File: src/hdl/hckd_pkg.sv
// ----------------------------------------------------------------------------
// hckd_pkg
// Shared types, constants and SHA-512 helper functions for the hardened
// child key derivation block.
// ----------------------------------------------------------------------------
`default_nettype none
package hckd_pkg;

  localparam logic [255:0] ORDER =
    256'hFFFFFFFFFFFFFFFFFFFFFFFFFFFFFFFEBAAEDCE6AF48A03BBFD25E8CD0364141;

  localparam logic [1:0] ST_OK      = 2'd0;
  localparam logic [1:0] ST_NOT_HRD = 2'd1;
  localparam logic [1:0] ST_IL_BIG  = 2'd2;
  localparam logic [1:0] ST_ZERO    = 2'd3;

  localparam logic [511:0] SHA_IV = {
    64'h6a09e667f3bcc908, 64'hbb67ae8584caa73b, 64'h3c6ef372fe94f82b,
    64'ha54ff53a5f1d36f1, 64'h510e527fade682d1, 64'h9b05688c2b3e6c1f,
    64'h1f83d9abfb41bd6b, 64'h5be0cd19137e2179};

  // Commands from the controller to the datapath
  typedef struct packed {
    logic load;      // capture inputs
    logic blk_start; // load message block and chaining words
    logic [1:0] blk; // which block: 0 ipad, 1 inner msg, 2 opad, 3 outer msg
    logic round;     // run one round
    logic finish;    // add working state into chaining value
    logic reduce;    // compute child key and status
  } hckd_cmd_t;

  typedef struct packed {
    logic last_round;
  } hckd_sts_t;

  function automatic logic [63:0] rotr(input logic [63:0] x, input int n);
    rotr = (x >> n) | (x << (64 - n));
  endfunction

  function automatic logic [63:0] round_k(input logic [6:0] i);
    logic [63:0] k;
    case (i)
      7'd0: k = 64'h428a2f98d728ae22;  7'd1: k = 64'h7137449123ef65cd;
      7'd2: k = 64'hb5c0fbcfec4d3b2f;  7'd3: k = 64'he9b5dba58189dbbc;
      7'd4: k = 64'h3956c25bf348b538;  7'd5: k = 64'h59f111f1b605d019;
      7'd6: k = 64'h923f82a4af194f9b;  7'd7: k = 64'hab1c5ed5da6d8118;
      7'd8: k = 64'hd807aa98a3030242;  7'd9: k = 64'h12835b0145706fbe;
      7'd10: k = 64'h243185be4ee4b28c; 7'd11: k = 64'h550c7dc3d5ffb4e2;
      7'd12: k = 64'h72be5d74f27b896f; 7'd13: k = 64'h80deb1fe3b1696b1;
      7'd14: k = 64'h9bdc06a725c71235; 7'd15: k = 64'hc19bf174cf692694;
      7'd16: k = 64'he49b69c19ef14ad2; 7'd17: k = 64'hefbe4786384f25e3;
      7'd18: k = 64'h0fc19dc68b8cd5b5; 7'd19: k = 64'h240ca1cc77ac9c65;
      7'd20: k = 64'h2de92c6f592b0275; 7'd21: k = 64'h4a7484aa6ea6e483;
      7'd22: k = 64'h5cb0a9dcbd41fbd4; 7'd23: k = 64'h76f988da831153b5;
      7'd24: k = 64'h983e5152ee66dfab; 7'd25: k = 64'ha831c66d2db43210;
      7'd26: k = 64'hb00327c898fb213f; 7'd27: k = 64'hbf597fc7beef0ee4;
      7'd28: k = 64'hc6e00bf33da88fc2; 7'd29: k = 64'hd5a79147930aa725;
      7'd30: k = 64'h06ca6351e003826f; 7'd31: k = 64'h142929670a0e6e70;
      7'd32: k = 64'h27b70a8546d22ffc; 7'd33: k = 64'h2e1b21385c26c926;
      7'd34: k = 64'h4d2c6dfc5ac42aed; 7'd35: k = 64'h53380d139d95b3df;
      7'd36: k = 64'h650a73548baf63de; 7'd37: k = 64'h766a0abb3c77b2a8;
      7'd38: k = 64'h81c2c92e47edaee6; 7'd39: k = 64'h92722c851482353b;
      7'd40: k = 64'ha2bfe8a14cf10364; 7'd41: k = 64'ha81a664bbc423001;
      7'd42: k = 64'hc24b8b70d0f89791; 7'd43: k = 64'hc76c51a30654be30;
      7'd44: k = 64'hd192e819d6ef5218; 7'd45: k = 64'hd69906245565a910;
      7'd46: k = 64'hf40e35855771202a; 7'd47: k = 64'h106aa07032bbd1b8;
      7'd48: k = 64'h19a4c116b8d2d0c8; 7'd49: k = 64'h1e376c085141ab53;
      7'd50: k = 64'h2748774cdf8eeb99; 7'd51: k = 64'h34b0bcb5e19b48a8;
      7'd52: k = 64'h391c0cb3c5c95a63; 7'd53: k = 64'h4ed8aa4ae3418acb;
      7'd54: k = 64'h5b9cca4f7763e373; 7'd55: k = 64'h682e6ff3d6b2b8a3;
      7'd56: k = 64'h748f82ee5defb2fc; 7'd57: k = 64'h78a5636f43172f60;
      7'd58: k = 64'h84c87814a1f0ab72; 7'd59: k = 64'h8cc702081a6439ec;
      7'd60: k = 64'h90befffa23631e28; 7'd61: k = 64'ha4506cebde82bde9;
      7'd62: k = 64'hbef9a3f7b2c67915; 7'd63: k = 64'hc67178f2e372532b;
      7'd64: k = 64'hca273eceea26619c; 7'd65: k = 64'hd186b8c721c0c207;
      7'd66: k = 64'heada7dd6cde0eb1e; 7'd67: k = 64'hf57d4f7fee6ed178;
      7'd68: k = 64'h06f067aa72176fba; 7'd69: k = 64'h0a637dc5a2c898a6;
      7'd70: k = 64'h113f9804bef90dae; 7'd71: k = 64'h1b710b35131c471b;
      7'd72: k = 64'h28db77f523047d84; 7'd73: k = 64'h32caab7b40c72493;
      7'd74: k = 64'h3c9ebe0a15c9bebc; 7'd75: k = 64'h431d67c49c100d4c;
      7'd76: k = 64'h4cc5d4becb3e42b6; 7'd77: k = 64'h597f299cfc657e2a;
      7'd78: k = 64'h5fcb6fab3ad6faec; 7'd79: k = 64'h6c44198c4a475817;
      default: k = 64'h0;
    endcase
    return k;
  endfunction

endpackage
`default_nettype wire

File: src/hdl/hckd_ctrl.sv
// ----------------------------------------------------------------------------
// hckd_ctrl
// Sequencer: four SHA-512 compressions of 80 rounds, then the key reduction.
// ----------------------------------------------------------------------------
`default_nettype none
module hckd_ctrl import hckd_pkg::*; (
  input  wire logic      clk,
  input  wire logic      rst,
  input  wire logic      start,
  input  wire logic      hardened,
  input  wire hckd_sts_t sts,
  output hckd_cmd_t      cmd,
  output logic           busy,
  output logic           done,
  output logic           skip
);

  typedef enum logic [2:0] {S_IDLE, S_BLK, S_RND, S_FIN, S_RED} state_t;

  state_t state;
  logic [1:0] blk;

  // Command decode
  always_comb begin
    cmd = '0;
    cmd.load      = start && !busy;
    cmd.blk       = blk;
    cmd.blk_start = (state == S_BLK);
    cmd.round     = (state == S_RND);
    cmd.finish    = (state == S_FIN);
    cmd.reduce    = (state == S_RED);
  end

  // Hold state and registered strobes
  always_ff @(posedge clk) begin
    if (rst) begin
      state <= S_IDLE;
      blk   <= 2'd0;
      busy  <= 1'b0;
      done  <= 1'b0;
      skip  <= 1'b0;
    end else begin
      done <= 1'b0;
      skip <= 1'b0;
      case (state)
        S_IDLE: begin
          if (start) begin
            if (hardened) begin
              state <= S_BLK;
              blk   <= 2'd0;
              busy  <= 1'b1;
            end else begin
              done <= 1'b1;
              skip <= 1'b1;
            end
          end
        end
        S_BLK: state <= S_RND;
        S_RND: if (sts.last_round) state <= S_FIN;
        S_FIN: begin
          if (blk == 2'd3) begin
            state <= S_RED;
          end else begin
            blk   <= blk + 2'd1;
            state <= S_BLK;
          end
        end
        S_RED: begin
          state <= S_IDLE;
          busy  <= 1'b0;
          done  <= 1'b1;
        end
        default: state <= S_IDLE;
      endcase
    end
  end

endmodule
`default_nettype wire

File: config.mk
export PLATFORM = sky130hd
export DESIGN_NAME = hckd_ctrl
export DESIGN_NICKNAME = d
export VERILOG_FILES = /design/src/hdl/hckd_pkg.sv /design/src/hdl/hckd_ctrl.sv
export SDC_FILE = /design/constraint.sdc
export NUM_CORES = 1
export LEC_CHECK = 0
export BUFFER_PORTS_ARGS = -buffer_cell sky130_fd_sc_hd__buf_4
export CAP_MARGIN = 20
export CORE_AREA = 5 5 42 44
export CTS_CLUSTER_DIAMETER = 200
export DETAILED_ROUTE_END_ITERATION = 16
export DIE_AREA = 0 0 47 49
export MAX_ROUTING_LAYER = met4
export PLACE_DENSITY = 0.55
export SYNTH_ARGS = -nofsm -noshare
export SYNTH_HDL_FRONTEND = slang
export SYNTH_SLANG_ARGS = --single-unit
File: constraint.sdc
create_clock -name clk -period 1.2 [get_ports clk]
set_input_delay 0.24 -clock clk [delete_from_list [all_inputs] [get_ports clk]]
set_output_delay 0.24 -clock clk [all_outputs]
set_load 0.01 [all_outputs]
* Word-level counts from Yosys, hierarchy flattened
Index checks and enable logic that the tools add are counted.
** Operators by class
- Add/sub/neg operators :: 1
- Eq/ne operators :: 9
- Mux-type cells :: 15
- Bitwise operators :: 1
- Reductions and logical operators :: 9
** Operator list (number)
- $mux 3 :: 4
- $pmux 3 s4 :: 1
- $ne 2x2->1 const B :: 4
- $eq 3x2->1 const B :: 2
- $mux 2 :: 3
- $reduce_and 3->1 :: 2
- $mux 1 :: 4
- $pmux 1 s2 :: 2
- $pmux 2 s2 :: 1
- $reduce_and 4->1 :: 1
- $reduce_bool 2->1 :: 2
- $eq 3x1->1 const B :: 1
- $eq 3x3->1 const B :: 1
- $logic_not 3->1 :: 1
- $add 2x1->2 const B :: 1
- $eq 2x2->1 const B :: 1
- $reduce_or 2->1 :: 1
- $logic_and 1x1->1 :: 1
- $logic_not 1->1 :: 1
- $not 1->1 :: 1
** Word-level totals
- Register bits :: 8
- Input port bits :: 5

* Logic depth before layout (Yosys ltp)
Gate-level depths: netlist (run 1).
- Word-level depth :: 3
- Mapped depth :: 4
- Depth with buffers taken out :: 4

* Least setup slack after synthesis (run 1)
Ideal clock, no wire load.
- Path type :: reg2reg
- Start point :: register blk[0]
- End point :: register blk[1]
- Library setup time :: 0.117 ns
- Arrival time :: 1.087 ns
- Path slack :: -0.004 ns
- Cell stages (with the launch flop) :: 5
- Cells stage by stage :: dfxtp_1 -> ha_1 -> and4bb_1 -> nor3b_1 -> a32o_2
** On the way
- Word-level cells in the longest chain between the ends :: 3
** RTL lines
- from (decl) :: line hckd_ctrl.sv:21 : logic [1:0] blk;
- from (signal assigned) :: line hckd_ctrl.sv:64 : blk <= blk + 2'd1;
- $add 2x1->2 / $eq 2x2->1 (equally long branches) :: line hckd_ctrl.sv:64, hckd_ctrl.sv:61
- $mux 2 / $ne 2x2->1 (equally long branches)
- $pmux 2 s2 / $reduce_and 4->1 (equally long branches)
Parallel ways exist; a longest one is shown, timed or not. The select of a mux whose other input is x is not followed.
A chain may end at the register's enable or synchronous reset.

==> impl_metrics.csv, run 1 <==
group,metric,value,unit
worst_setup_path,critPathKind,"flop to primary output",
global_routing,grt_pass1_wl,1.80,mm
synthesis,synth.distinct_cells,27,
die,die_y,49,um
timing,skew,0.00289,ns
global_routing,grt-ovfl-total,0,
detailed_routing,dr.pass1.iters,2,
clocking,clock_sinks,8,
layout,layout-area-overhead-vs-synth,56.9,%
timing,fmax,810,MHz
worst_setup_path,end_kind,"primary output",
synthesis,ys_seq_elements,8,
synthesis,yosys_warnings,0,
global_routing,first_global_vias,435,
clocking,cts_buffers,3,
die,coreArea,1400,um2
detailed_routing,antenna_left,0,
clocking,htreeDepth,1,
timing,finalCritPeriodShare,103,%
global_routing,met1_usage,12.8,%
global_routing,use_met2,16.1,%
place,dp_hpwl,715,um
global_routing,antenna_found_initial,0,
layout,final_core_util,46.5,%
worst_setup_path,worstPathRequired,0.96,ns
synthesis,syn-cell-area,415,um2
worst_setup_path,critPathBufInv,2,
detailed_routing,vias,426,
worst_setup_path,critPathArrivalTime,1.00,ns
worst_setup_path,critPathMostFrequentCell,"buf_4",
synthesis,post_synth_most_frequent_cells,"dfxtp_1, nor2_1",
worst_setup_path,crit_chain,"buf_4 > nor3_2 > buf_4",
synthesis,syn-num-nets,53,
timing,slew_headroom,83.0,%
worst_hold_path,hold_class,"primary input to flop",
die,die_area,2300,um2
die,die_w,47,um
worst_setup_path,r2r_cells,4,
detailed_routing,post-route-drc-count,0,
timing,setup_viol,4,
layout,drive_above_1_share,55.1,%
worst_setup_path,start_kind,"flop",
global_routing,grt_most_used_layer,"met2",
global_routing,grt_usage,10.7,%
die,start_util,29.6,%
timing,fin_tns_setup,-0.121,ns
worst_setup_path,cp_num_cells,3,
pwr,power,764,uW
pwr,comb_power_share,32.0,%
run_status,status,"finished with violations",
place,routabilityCongestion,0.733,
clocking,clkTransAtPathRegs,0.06,ns
timing,hold_viol,0,
pwr,pwr-share-clk,27.4,%
clocking,cts-hold-fix-buffers,0,
synthesis,synth_largest_area_cell,"dfxtp_1",
clocking,worstSkewPairLatency,0.26,ns
synthesis,synth_most_common_cell,"dfxtp_1",
layout,final_nets,77,
die,row_count,14,
timing,rsz0062_at_grt,"yes",
pwr,p_leak,0.296,nW
run,drv_cap,0,
layout,nFillCells,146,
timing,period_minus_slack,1.24,ns
pwr,switchingPower,229,uW
layout,diodes,0,
worst_setup_path,slowest_delay,0.36,ns
pwr,power_density,1170,nW/um2
synthesis,ys_seq_area_share,38.6,%
synthesis,async_flop_share,0,%
clocking,clock-root-buffer,"clkbuf_4",
pwr,seq_power_share,40.6,%
synthesis,synth_top_area_share,38.6,%
synthesis,synth_edf_count,0,
detailed_routing,totalWireLength,977,um
global_routing,grtUsageMet3,2.58,%
pwr,p_int,535,uW
detailed_routing,first_iter_violations,2,
synthesis,avgSynthCellArea,8.84,um2
worst_setup_path,critPathSlowestCell,"dfxtp_4",
timing,whs,0.199,ns
timing,fin_ws,-0.0353,ns
worst_setup_path,cp_top_family,"flip-flops",
pwr,p_sw_share,30.0,%
clocking,clk_path_buf_depth,2,
timing,drv_slew,0,
synthesis,syn_inst,47,
place,io_buffers,14,
timing,tightest_slew,0.251,ns
detailed_routing,post_drt_wl_per_cell,11.5,um
die,io_pins,15,
detailed_routing,via_per_inst,5.01,
run_status,violations,"negative setup slack",
global_routing,grt_max_degree,8,
worst_setup_path,crit_fanout,4,
pwr,ir_drop,0.641,mV
clocking,tritoncts,"done",
synthesis,synthTopCellsByArea,"dfxtp_1, buf_6, nor2_1",
worst_hold_path,min_path_cells,2,
synthesis,ys.flop_type,"dfxtp_1",
==> timing repair <==
item / in CTS / in global routing
gates resized for setup: 17 / 2
pin swaps: 3 / 1
buffers inserted: 5 / 0
endpoints found under the setup margin: 5 / 6
==> worst register-to-register path, delay by kind of cell, from the launching register on <==
| kind | cells | cell delay [ns] |
|---|---|---|
| and+or+nand+nor | 2 | 0.33 |
| AOI/OAI and AO/OA | 1 | 0.21 |
| adders and majority gates | 1 | 0.18 |
| DFF | 1 | 0.32 |
==> power groups by stage <==
stage / clock network (mW) / logic, mW / registers [mW]
after CTS: 0.217 / 0.245 / 0.310
final: 0.209 / 0.245 / 0.310
after global routing: 0.234 / 0.270 / 0.314
after floorplan: 0 / 0.122 / 0.306
after detailed placement: 0 / 0.176 / 0.316
after global placement: 0 / 0.178 / 0.315
==> flip-flops by register name (all words and copies together), names as in the netlist <==
| name | cells |
|---|---|
| blk | 2 |
| busy | 1 |
| done | 1 |
| skip | 1 |
| state | 3 |
==> layout by cell type (no fill, tap or decap), types with 2 or more instances in the layout <==
| cell | instances |
|---|---|
| nor2_4 | 2 |
| inv_1 | 3 |
| nand2_1 | 3 |
| buf_4 | 18 |
| nor2_1 | 2 |
| nor3_1 | 2 |
| dfxtp_4 | 3 |
| clkbuf_4 | 3 |
| dfxtp_1 | 4 |
| a31oi_1 | 2 |
| buf_6 | 4 |
==> area by class of cell <==
type / count / area (um2) / share of cell area, %
repair buffers: 22 / 180 / 27.6
flip-flops and latches: 8 / 173 / 26.5
clock buffers: 3 / 22.5 / 3.45
inverters: 4 / 15.0 / 2.30
multi-input cells: 32 / 241 / 37.0
well taps: 16 / 20.0 / 3.07
==> per-layer routing <==
layer  vias to the layer above  part of all wire, %
met5                         -                    0
met4                         0                  2.6
met3                         4                  4.9
met2                         8                   51
met1                       196                   42
li1                        218                    -
==> metrics by stage <==
| step | instance area (um2) | instances | setup WS [ns] |
|---|---|---|---|
| after floorplan | 417 | 47 | 0.0257 |
| after global placement | 531 | 77 | -0.000651 |
| after detailed placement | 531 | 77 | 0.0119 |
| after CTS | 646 | 85 | -0.0492 |
| after global routing | 652 | 85 | -0.0945 |
| final | 652 | 85 | -0.0353 |
==> cell families after synthesis <==
kind of cell | after synthesis | share of synthesized area, %
AOI/OAI and AO/OA | 7 | 11.7
xor gates and xnor gates | 1 | 2.11
adders and majority gates | 1 | 3.01
buffers and inverters | 7 | 11.7
DFF | 8 | 38.6
muxes | 1 | 2.41
and+or+nand+nor | 22 | 30.4
==> final timing paths <==
| path | start | slack, ns | end |
|---|---|---|---|
| worst max-delay path | state[0] | -0.04 | cmd[2] |
| worst min-delay path | rst | 0.20 | state[1] |
| worst max register to register | blk[0] | 0.05 | blk[1] |
| worst min register to register | busy | 0.55 | busy |
No activity file was read; power rests on OpenSTA's default activity.
==> inputs of run 2 (changes only) <==
--- a/config.mk
+++ b/config.mk
@@ -5,6 +5,7 @@
 export SDC_FILE = /design/constraint.sdc
 export NUM_CORES = 1
 export LEC_CHECK = 0
+export ABC_AREA = 1
 export BUFFER_PORTS_ARGS = -buffer_cell sky130_fd_sc_hd__buf_4
 export CAP_MARGIN = 20
 export CORE_AREA = 5 5 42 44
@@ -12,7 +13,8 @@
 export DETAILED_ROUTE_END_ITERATION = 16
 export DIE_AREA = 0 0 47 49
 export MAX_ROUTING_LAYER = met4
-export PLACE_DENSITY = 0.55
+export PLACE_DENSITY = 0.52
+export SETUP_SLACK_MARGIN = 0.4
 export SYNTH_ARGS = -nofsm -noshare
 export SYNTH_HDL_FRONTEND = slang
 export SYNTH_SLANG_ARGS = --single-unit
==> impl_metrics.csv, run 2 <==
group,metric,value,unit
run_status,status,"finished with violations",
run_status,violations,"negative setup slack",
global_routing,grt-ovfl-total,0,
clocking,clk_path_buf_depth,2,
worst_setup_path,critPathSlowestCell,"dfxtp_4",
detailed_routing,totalWireLength,1.02,mm
detailed_routing,post_drt_wl_per_cell,10.6,um
detailed_routing,antenna_left,0,
detailed_routing,vias,436,
worst_hold_path,hold_class,"primary input to flop",
synthesis,yosys_warnings,0,
worst_setup_path,critPathKind,"flop to primary output",
timing,slew_headroom,83.2,%
layout,drive_above_1_share,64.2,%
clocking,clock-root-buffer,"clkbuf_4",
die,die_w,47,um
clocking,cts_buffers,3,
synthesis,ys.flop_type,"dfxtp_1",
pwr,p_int,582,uW
layout,top_register,"state",
timing,fin_tns_setup,-0.123,ns
run,drv_cap,0,
synthesis,synthTopCellsByArea,"dfxtp_1, inv_1, nor2_1",
synthesis,synth_top_area_share,41.2,%
clocking,cts-hold-fix-buffers,0,
global_routing,grt_usage,10.3,%
worst_setup_path,critPathBufInv,2,
layout,final_nets,88,
synthesis,syn_inst,57,
timing,setup_viol,4,
global_routing,grt_pass1_wl,1.64,mm
detailed_routing,via_per_inst,4.49,
global_routing,antenna_found_initial,0,
global_routing,first_global_vias,402,
place,routabilityCongestion,0.727,
synthesis,synth_largest_area_cell,"dfxtp_1",
layout,final_common_cell,"buf_4",
layout,reg_top3,"state (3), blk (2)",
synthesis,ys_seq_elements,8,
timing,tightest_slew,0.249,ns
timing,drv_slew,0,
timing,finalCritPeriodShare,104,%
layout,multi_input_area,255,um2
pwr,power,849,uW
pwr,power_density,1180,nW/um2
worst_setup_path,crit_fanout,5,
pwr,switchingPower,267,uW
layout,diodes,0,
worst_setup_path,setup.worst_path.start,"state[1]",
worst_setup_path,slowest_delay,0.37,ns
pwr,p_sw_share,31.4,%
pwr,seq_power_share,39.4,%
detailed_routing,post-route-drc-count,0,
layout,nFillCells,151,
timing,fmax,801,MHz
pwr,comb_power_share,34.0,%
clocking,clkTransAtPathRegs,0.06,ns
synthesis,synth_most_common_cell,"inv_1",
synthesis,post_synth_most_frequent_cells,"inv_1, nor2_1, nand2_1, dfxtp_1, nand3_1",
synthesis,syn-cell-area,389,um2
timing,hold_viol,0,
clocking,worstSkewPairLatency,0.26,ns
die,io_pins,15,
layout,largest_register_ffs,3,
worst_setup_path,worstPathRequired,0.96,ns
worst_hold_path,min-delay-start,"rst",
synthesis,syn-num-nets,63,
die,coreArea,1400,um2
pwr,p_leak,0.339,nW
synthesis,synth.distinct_cells,16,
pwr,ir_drop,0.665,mV
pwr,pwr-share-clk,26.6,%
timing,rsz0062_at_grt,"yes",
synthesis,async_flop_share,0,%
layout,layout-area-overhead-vs-synth,85.2,%
die,start_util,27.8,%
worst_setup_path,end_kind,"primary output",
clocking,htreeDepth,1,
clocking,tritoncts,"done",
worst_setup_path,r2r-start,"state[1]",
timing,period_minus_slack,1.25,ns
worst_setup_path,crit_chain,"nor2_4 > inv_2 > nor2_2 > buf_4",
die,die_y,49,um
die,row_count,14,
detailed_routing,dr.pass1.iters,2,
synthesis,avgSynthCellArea,6.83,um2
worst_setup_path,start_kind,"flop",
layout,seqCellArea,183,um2
synthesis,synth_edf_count,0,
layout,final_cell_mix,"buf_4, inv_1, buf_6",
place,dp_hpwl,726,um
clocking,clock_sinks,8,
synthesis,ys_seq_area_share,41.2,%
timing,skew,0.00459,ns
worst_setup_path,cp_top_family,"flip-flops",
global_routing,grt_max_degree,9,
worst_setup_path,critPathArrivalTime,1.01,ns
timing,fin_ws,-0.0485,ns
detailed_routing,first_iter_violations,13,
place,io_buffers,14,
die,die_area,2300,um2
run 2: changes by cell type after synthesis, moves of 3 or more:
cell     previous run  this run
inv_1               3        13
nand2_1             3         9
nor2_1              5        10
buf_6               3         0
nand3_1             1         4
run 2: through the flow:
step                      setup slack [ns]  cell area, um2  std cells  hold slack, ns  util (%)
after CTS                          -0.0571             692         95           0.152      49.4
after detailed placement             0.180             576         87           0.429      41.1
after global placement               0.188             576         87           0.429      41.1
after global routing                -0.103             721         97           0.148      51.4
final                              -0.0485             721         97           0.157      51.4
after floorplan                      0.280             450         57           0.307         -
run 2: final cells by class:
type / count / area share (%)
Timing Repair Buffer: 20 / 25.0
Tap cell: 16 / 2.78
Clock buffer: 4 / 3.65
Multi-Input combinational cell: 36 / 35.4
Inverter: 13 / 7.81
Sequential cell: 8 / 25.3
run 2: cells by family (layout without fill, tap and decap cells):
family,after synthesis,after routing,synth area share (%)
fa+ha+maj,1,1,3.21
flops,8,8,41.2
simple gates,28,28,32.2
buf+inv,13,37,12.5
compound gates,7,7,10.9
run 2: routing by layer:
metal	share of wire, %	up-vias	track usage, %
met5	0	-	-
li1	-	229	-
met4	1.5	0	4.15
met3	6.7	4	6.64
met2	50	9	14.0
met1	42	194	11.9
run 2: timing repair:
item	in CTS	in global routing
pin swaps	3	6
gates cloned	0	0
setup endpoints to repair	18	18
gates resized for setup	20	5
buffers inserted	4	2
run 2: final timing paths:
kind / end / slack (ns) / cells past startpoint
min: state[2] / 0.16 / 2
max: cmd[0] / -0.05 / 4
max reg2reg: blk[0] / 0.01 / 6
min reg2reg: busy / 0.48 / 2
run 2: power groups by stage:
stage | registers, mW | logic [mW] | clock network, mW
6_report | 0.334 | 0.288 | 0.226
3_3_place_gp | 0.327 | 0.209 | 0
4_1_cts | 0.330 | 0.261 | 0.236
3_5_place_dp | 0.328 | 0.208 | 0
2_1_floorplan | 0.332 | 0.125 | 0
5_1_grt | 0.339 | 0.318 | 0.251
